**config.mk**
```make
export PLATFORM = sky130hd
export DESIGN_NAME = ffbm_ctrl
export DESIGN_NICKNAME = d
export VERILOG_FILES = /design/src/ffbm_pkg.sv /design/src/ffbm_ctrl.sv
export SDC_FILE = /design/constraint.sdc
export NUM_CORES = 1
export LEC_CHECK = 0
export BUFFER_PORTS_ARGS = -buffer_cell sky130_fd_sc_hd__buf_4
export CORE_AREA = 3 3 40 42
export DETAILED_ROUTE_END_ITERATION = 10
export DIE_AREA = 0 0 43 45
export GPL_TIMING_DRIVEN = 0
export SLEW_MARGIN = 15
export SYNTH_ARGS = -nofsm -noshare
export SYNTH_HDL_FRONTEND = slang
export SYNTH_SLANG_ARGS = --single-unit
export TNS_END_PERCENT = 1
```
**constraint.sdc**
```tcl
create_clock -name clk -period 1.2 [get_ports clk]
set_input_delay 0.18 -clock clk [delete_from_list [all_inputs] [get_ports clk]]
set_output_delay 0.18 -clock clk [all_outputs]
set_load 0.03 [all_outputs]
```
**src/ffbm_pkg.sv**
```systemverilog
// ----------------------------------------------------------------------------
// ffbm_pkg
// Shared sizes, types and codes for the first-fit bin allocator.
// ----------------------------------------------------------------------------
package ffbm_pkg;

	localparam int MAX_BINS  = 1024;
	localparam int BLOCK_LEN = 32;
	localparam int NBLOCKS   = (MAX_BINS + BLOCK_LEN - 1) / BLOCK_LEN;

	localparam int SLOT_W = 10;
	localparam int AMT_W  = 32;
	localparam int CNT_W  = 16;
	localparam int CFG_W  = 11;
	localparam int N_W    = $clog2(MAX_BINS + 1);
	localparam int OFF_W  = $clog2(BLOCK_LEN);
	localparam int BLK_W  = (NBLOCKS > 1) ? $clog2(NBLOCKS) : 1;
	localparam int ADDR_W = 3;
	localparam int DATA_W = 32;

	localparam logic [CFG_W-1:0] BIN_COUNT_RST = CFG_W'(1024);
	localparam logic [CNT_W-1:0] CNT_MAX       = '1;

	// register select taken from paddr[2]
	localparam logic REG_BIN_COUNT = 1'b0;

	// operation codes
	localparam logic OP_LOAD  = 1'b0;
	localparam logic OP_PLACE = 1'b1;

	typedef enum logic [2:0] {
		ST_CLEAR,
		ST_IDLE,
		ST_LOAD,
		ST_BLOCK,
		ST_WALK,
		ST_WB,
		ST_DONE
	} state_t;

	typedef struct packed {
		logic clr_step;
		logic cap_in;
		logic load_do;
		logic walk_start;
		logic walk_step;
		logic wb_do;
		logic blk_next;
		logic out_load;
	} cmd_t;

	typedef struct packed {
		logic clr_last;
		logic blk_fit;
		logic blk_last;
		logic walk_done;
		logic placed;
		logic out_free;
	} sts_t;

endpackage

```
**src/ffbm_ctrl.sv**
```systemverilog
// ----------------------------------------------------------------------------
// ffbm_ctrl
// Sequencer: clearing pass, load, block scan, slot walk, result hand-off.
// ----------------------------------------------------------------------------
module ffbm_ctrl (
	input  logic            clk,
	input  logic            arst_n,
	input  logic            in_valid,
	input  logic            in_op,
	output logic            in_ready,
	input  ffbm_pkg::sts_t  sts,
	output ffbm_pkg::cmd_t  cmd
);

	ffbm_pkg::state_t state_q;
	ffbm_pkg::state_t state_nxt;

	always_ff @(posedge clk or negedge arst_n) begin
		if (!arst_n) begin
			state_q <= ffbm_pkg::ST_CLEAR;
		end else begin
			state_q <= state_nxt;
		end
	end

	always_comb begin
		state_nxt = state_q;
		case (state_q)
			ffbm_pkg::ST_CLEAR: begin
				if (sts.clr_last) state_nxt = ffbm_pkg::ST_IDLE;
			end
			ffbm_pkg::ST_IDLE: begin
				if (in_valid) begin
					state_nxt = (in_op == ffbm_pkg::OP_PLACE) ? ffbm_pkg::ST_BLOCK
					                                          : ffbm_pkg::ST_LOAD;
				end
			end
			ffbm_pkg::ST_LOAD: begin
				state_nxt = ffbm_pkg::ST_DONE;
			end
			ffbm_pkg::ST_BLOCK: begin
				if (sts.blk_fit) state_nxt = ffbm_pkg::ST_WALK;
				else if (sts.blk_last) state_nxt = ffbm_pkg::ST_DONE;
			end
			ffbm_pkg::ST_WALK: begin
				if (sts.walk_done) state_nxt = ffbm_pkg::ST_WB;
			end
			ffbm_pkg::ST_WB: begin
				state_nxt = (sts.placed || sts.blk_last) ? ffbm_pkg::ST_DONE
				                                          : ffbm_pkg::ST_BLOCK;
			end
			ffbm_pkg::ST_DONE: begin
				if (sts.out_free) state_nxt = ffbm_pkg::ST_IDLE;
			end
			default: state_nxt = ffbm_pkg::ST_IDLE;
		endcase
	end

	always_comb begin
		cmd      = '0;
		in_ready = 1'b0;
		case (state_q)
			ffbm_pkg::ST_CLEAR: cmd.clr_step = 1'b1;
			ffbm_pkg::ST_IDLE: begin
				in_ready   = 1'b1;
				cmd.cap_in = in_valid;
			end
			ffbm_pkg::ST_LOAD: cmd.load_do = 1'b1;
			ffbm_pkg::ST_BLOCK: begin
				cmd.walk_start = sts.blk_fit;
				cmd.blk_next   = !sts.blk_fit && !sts.blk_last;
			end
			ffbm_pkg::ST_WALK: cmd.walk_step = 1'b1;
			ffbm_pkg::ST_WB: begin
				cmd.wb_do    = 1'b1;
				cmd.blk_next = !sts.placed && !sts.blk_last;
			end
			ffbm_pkg::ST_DONE: cmd.out_load = sts.out_free;
			default: cmd = '0;
		endcase
	end

endmodule

```
==> run_results.csv, run 1 <==
group,metric,value,unit
final_layout,largest_register_ffs,3,
critical_path,crit_type,"reg2out",
timing,fin_crit_sh,1.25,
synth,synth-edff-count,0,
global_routing,grt_max_degree,11,
status,violations,"setup timing",
synth,avgSynthCellArea,9.35,µm²
detailed_routing,ant_nets,0,
timing,hold_viol_final,0,
critical_path,arrival,1320,ps
detailed_routing,detail_route.iter0.violations,1,
floorplan,io_pins,19,
floorplan,rows,13,
critical_path,cp_max_fo,3,
floorplan,die_w,43,µm
synth,yosysUniqueCellTypes,23,
cts,cts_max_level,1,
global_routing,grt_pass1_wl,1520,µm
critical_path,worstPathCellList,"buf_6 > nand2b_4 > o22ai_2 > and3b_1 > buf_6",
synth,ys_ff_latch,3,
detailed_routing,wire_per_inst,12.7,µm
status,status,"complete, but fails checks",
timing,worst_pin_slew,188,ps
cts,cts_buffer_depth,2,
synth,ys_seq_area_frac,0.223,
timing,worst_slack,-299,ps
final_layout,area_growth,93.7,%
timing,setup_viol,11,
final_layout,drive_above_1_share,0.734,
detailed_routing,drt-total-wl,1000,µm
cts,cts_tree,"built",
power_and_ir_drop,powerDensity,2860,nW/µm²
floorplan,coreArea,1280,µm²
cts,cts_buffers,3,
critical_path,critPathBufInv,2,
timing,clock.fmax,667,MHz
critical_path,slowest_delay,380,ps
cts,clock_latency,230,ps
timing,max_slew_margin,0.871,
cts,cts_sinks,3,
synth,synthCells,36,
worst_hold_path,holdCritPathClass,"in2async",
detailed_routing,first_pass_iters,3,
cts,root_buffer,"clkbuf_4",
final_layout,nNetsFinal,75,
critical_path,worst_ep_required_time,1020,ps
timing,slew_violations,0,
critical_path,cp_slowest_cell,"dfrtp_1",
final_layout,regMostFlops,"state_q",
global_routing,grt_usage,0.115,
detailed_routing,vias,380,
floorplan,die_y,45,µm
synth,synth_nets,46,
final_layout,n_fill_cell,123,
placed_design,io_buffers,18,
placed_design,gp_congestion,0.730,
critical_path,cp-end-kind,"output pin",
synth,synthesis.area,337,µm²
placed_design,place_ws,-145,ps
timing,fin_crit,1500,ps
power_and_ir_drop,ir_worst_vdd,0.00104,V
floorplan,initial_utilization,0.262,
detailed_routing,drc,0,
timing,fin_hold_ws,271,ps
critical_path,cp_common_cell,"buf_6",
power_and_ir_drop,p_leak,0.000308,µW
global_routing,overflow,0,
final_layout,multi_input_area,295,µm²
final_layout,reg.largest.list,"state_q: 3 flops",
final_layout,diodes,0,
final_layout,seq_area,76.3,µm²
global_routing,antenna_found_initial,0,
synth,yosysWarnings,0,
floorplan,die_area,1940,µm²
flow_run,drv_cap,0,
critical_path,cp_top_family,"flip-flops",
global_routing,grt_pass1_vias,348,
timing,skew,0.660,ps
critical_path,critPathLaunchType,"flip-flop",
timing,rsz0062_at_grt,"yes",
synth,synthArstFlopShare,1.00,
synth,synth_ff_type,"dfrtp_1",
cts,path_clk_slew,40,ps
detailed_routing,via_per_inst,4.81,
==> repair_timing <==
item	in CTS	in global routing
endpoints found under the hold margin	3	0
hold buffers	1	0
setup endpoints to repair	11	12
buffers inserted	5	0
gates resized for setup	6	8
pin swaps	1	0
==> path summary, 6_finish.rpt <==
path / depth (start not counted) / start / slack (ps) / endpoint
min in group clk: 3 / sts[1] / 310 / state_q[2]
hold / removal: 2 / arst_n / 270 / state_q[2]
max in group asynchronous: 2 / arst_n / 820 / state_q[0]
setup / recovery: 5 / state_q[2] / -300 / cmd[1]
setup reg to reg: 6 / state_q[2] / -180 / state_q[0]
hold reg to reg: 2 / state_q[0] / 710 / state_q[1]
==> cell type report <==
type	instances	share of cell area
clock buffer	4	0.0403
multi-input combinational	30	0.453
sequential	3	0.117
buffer	3	0.0461
tap	15	0.0288
timing repair buffer	24	0.315
==> Yosys cell counts (2+ instances only) <==
cell type,instances,area share
nand2b_1,2,0.037
o22ai_1,2,0.037
and3b_1,2,0.052
dfrtp_1,3,0.22
nor3b_1,3,0.067
buf_4,2,0.045
nor2_1,3,0.033
mux2_4,2,0.089
nor3b_2,2,0.074
a21oi_1,2,0.030
==> through the flow <==
step | utilization | power (µW) | TNS [ps] | std cells | instance area, µm²
CTS | 0.482 | 1780 | -2320 | 79 | 619
finish | 0.507 | 1870 | -2170 | 79 | 652
global route | 0.507 | 1990 | -2950 | 79 | 652
floorplan | - | 1100 | -480 | 36 | 364
global placement | 0.403 | 1380 | -427 | 69 | 518
detailed placement | 0.403 | 1370 | -421 | 69 | 518
==> per-layer routing <==
layer | wire length (µm) | global-route usage
met2 | 513 | 0.174
met5 | 0 | 0
met1 | 397 | 0.126
met3 | 65 | 0.0279
met4 | 24 | 0.127
==> layout by cell type (no fill, tap or decap) <==
cell and count:
clkbuf_4 3, and3b_1 2, clkbuf_1 1, a21oi_1 2, nand4b_1 1, nor3b_4 1, buf_4 18, nor2_1 2
nor2b_4 1, nand2_1 1, o22ai_2 1, o22ai_1 1, mux2i_1 1, nand2b_4 2, dfrtp_1 2, nor2_2 1
mux2_1 1, nand2_2 1, nor3b_1 1, a22oi_2 1, mux2_4 2, and2_4 1, nor3b_2 3, dfrtp_2 1
nand2b_2 1, o221ai_1 1, and3_4 1, dlygate4sd3_1 1, nor3_2 1, buf_6 8
==> where the power goes <==
group / internal [µW] / switching, µW / leakage (µW)
sequential: 163 / 56.9 / 0.0000340
clock: 125 / 55.6 / 0.0000150
combinational: 783 / 683 / 0.000259
total: 1070 / 795 / 0.000308
==> logic make-up (layout without fill, tap and decap cells) <==
logic type	after synthesis	after routing	share of synthesized area
AND/OR/NAND/NOR	20	20	0.416
AO/OA/AOI/OAI	6	6	0.130
multiplexers	4	4	0.152
flip-flops	3	3	0.223
buffers and inverters	3	31	0.0781
Note: power is estimated with default switching activity, not from simulation.
==> run 2: changes to the inputs <==
--- a/config.mk
+++ b/config.mk
@@ -9,7 +9,6 @@
 export CORE_AREA = 3 3 40 42
 export DETAILED_ROUTE_END_ITERATION = 10
 export DIE_AREA = 0 0 43 45
-export GPL_TIMING_DRIVEN = 0
 export SLEW_MARGIN = 15
 export SYNTH_ARGS = -nofsm -noshare
 export SYNTH_HDL_FRONTEND = slang
==> run_results.csv, run 2 (synthesis results as in run 1) <==
group,metric,value,unit
floorplan,io_pins,19,
final_layout,layout_commonest_cell,"buf_4",
cts,cts_tree,"built",
detailed_routing,detail_route.iter0.violations,1,
placed_design,gp_congestion,0.818,
flow_run,drv_cap,0,
timing,clock.fmax,663,MHz
final_layout,nNetsFinal,81,
placed_design,hpwl,712,µm
floorplan,rows,13,
final_layout,fin_util,0.552,
timing,fin_hold_ws,275,ps
critical_path,crit_type,"reg2out",
critical_path,worst_ep_required_time,1020,ps
timing,setup-tns-final,-2390,ps
detailed_routing,vias,392,
detailed_routing,ant_nets,0,
timing,fin_crit_sh,1.26,
final_layout,regMostFlops,"state_q",
timing,max_slew_margin,0.865,
timing,rsz0062_at_grt,"yes",
timing,hold_viol_final,0,
global_routing,grt_max_degree,9,
final_layout,drive_above_1_share,0.771,
detailed_routing,drt-total-wl,999,µm
timing,worst_pin_slew,197,ps
detailed_routing,via_per_inst,4.61,
final_layout,diodes,0,
status,status,"complete, but fails checks",
critical_path,critPathLaunchType,"flip-flop",
power_and_ir_drop,powerDensity,2870,nW/µm²
global_routing,grt_pass1_vias,407,
power_and_ir_drop,p_leak,0.000336,µW
cts,path_clk_slew,40,ps
floorplan,die_area,1940,µm²
cts,cts_sinks,3,
floorplan,coreArea,1280,µm²
placed_design,place_area,571,µm²
critical_path,critPathLaunch,"state_q[2]",
floorplan,die_w,43,µm
detailed_routing,first_pass_iters,2,
status,violations,"setup timing",
final_layout,largest_register_ffs,3,
global_routing,grt_usage,0.121,
detailed_routing,wire_per_inst,11.8,µm
cts,clock_latency,230,ps
timing,setup_viol,11,
detailed_routing,drc,0,
global_routing,antenna_found_initial,0,
power_and_ir_drop,ir_worst_vdd,0.00125,V
critical_path,regToRegStartpoint,"state_q[1]",
final_layout,final_area,709,µm²
cts,cts_max_level,1,
placed_design,place_ws,-141,ps
final_layout,area_growth,111,%
cts,cts_buffers,3,
worst_hold_path,holdCritPathClass,"in2async",
timing,slew_violations,0,
critical_path,arrival,1330,ps
floorplan,die_y,45,µm
timing,fin_crit,1510,ps
timing,worst_slack,-308,ps
placed_design,io_buffers,18,
cts,cts_buffer_depth,2,
final_layout,reg.largest.list,"state_q: 3 flops",
final_layout,most-common-layout-cells,"buf_4, buf_6, nor3b_2, clkbuf_4, dfrtp_2",
critical_path,cp_max_fo,8,
timing,skew,2.04,ps
floorplan,initial_utilization,0.262,
cts,root_buffer,"clkbuf_4",
global_routing,overflow,0,
global_routing,grt_pass1_wl,1670,µm
critical_path,cp-end-kind,"output pin",
final_layout,n_fill_cell,112,
-- run 2: area by class of cell --
class | instances | area, µm² | share of cell area
clock buffer | 4 | 26.3 | 0.0370
sequential | 3 | 78.8 | 0.111
timing repair buffer | 33 | 292 | 0.411
multi-input combinational | 30 | 294 | 0.414
tap | 15 | 18.8 | 0.0265
-- run 2: final timing paths --
check / endpoint / slack [ps] / cells after the start
max: cmd[1] / -310 / 4
min: state_q[0] / 280 / 2
max reg2reg: state_q[1] / -120 / 5
min reg2reg: state_q[1] / 720 / 2
max in group asynchronous: state_q[1] / 820 / 2
min in group clk: state_q[2] / 310 / 3
-- run 2: where the power goes --
group | leakage, µW | internal, µW | switching, µW | total (µW)
clock network | 0.0000150 | 125 | 53.1 | 178
logic | 0.000289 | 914 | 654 | 1570
registers | 0.0000320 | 170 | 120 | 289
-- run 2: critical path, stage by stage (launching register included) --
cell	delay [ps]
dfrtp_2	470
nand2b_4	170
o22ai_1	130
and3b_1	180
buf_6	130
-- run 2: through the flow --
stage,total power (µW),instances
floorplan,1100,36
global placement,1510,77
detailed placement,1520,77
CTS,2040,85
global route,2170,85
finish,2030,85
-- run 2: what timing repair did --
action	4_1_cts	5_1_grt
hold buffers	1	0
gates resized for setup	20	1
pin swaps	4	0
setup buffers	3	0
hold endpoints to repair	3	0
setup endpoints to repair	11	12
-- run 2: metal layers --
metal  vias to the layer above  GRT usage  share of wire
met1                       179      0.129           0.38
met4                         0     0.0904          0.015
li1                        200          -              -
met2                        11      0.210           0.55
met3                         2     0.0279          0.053
met5                         -          0              0
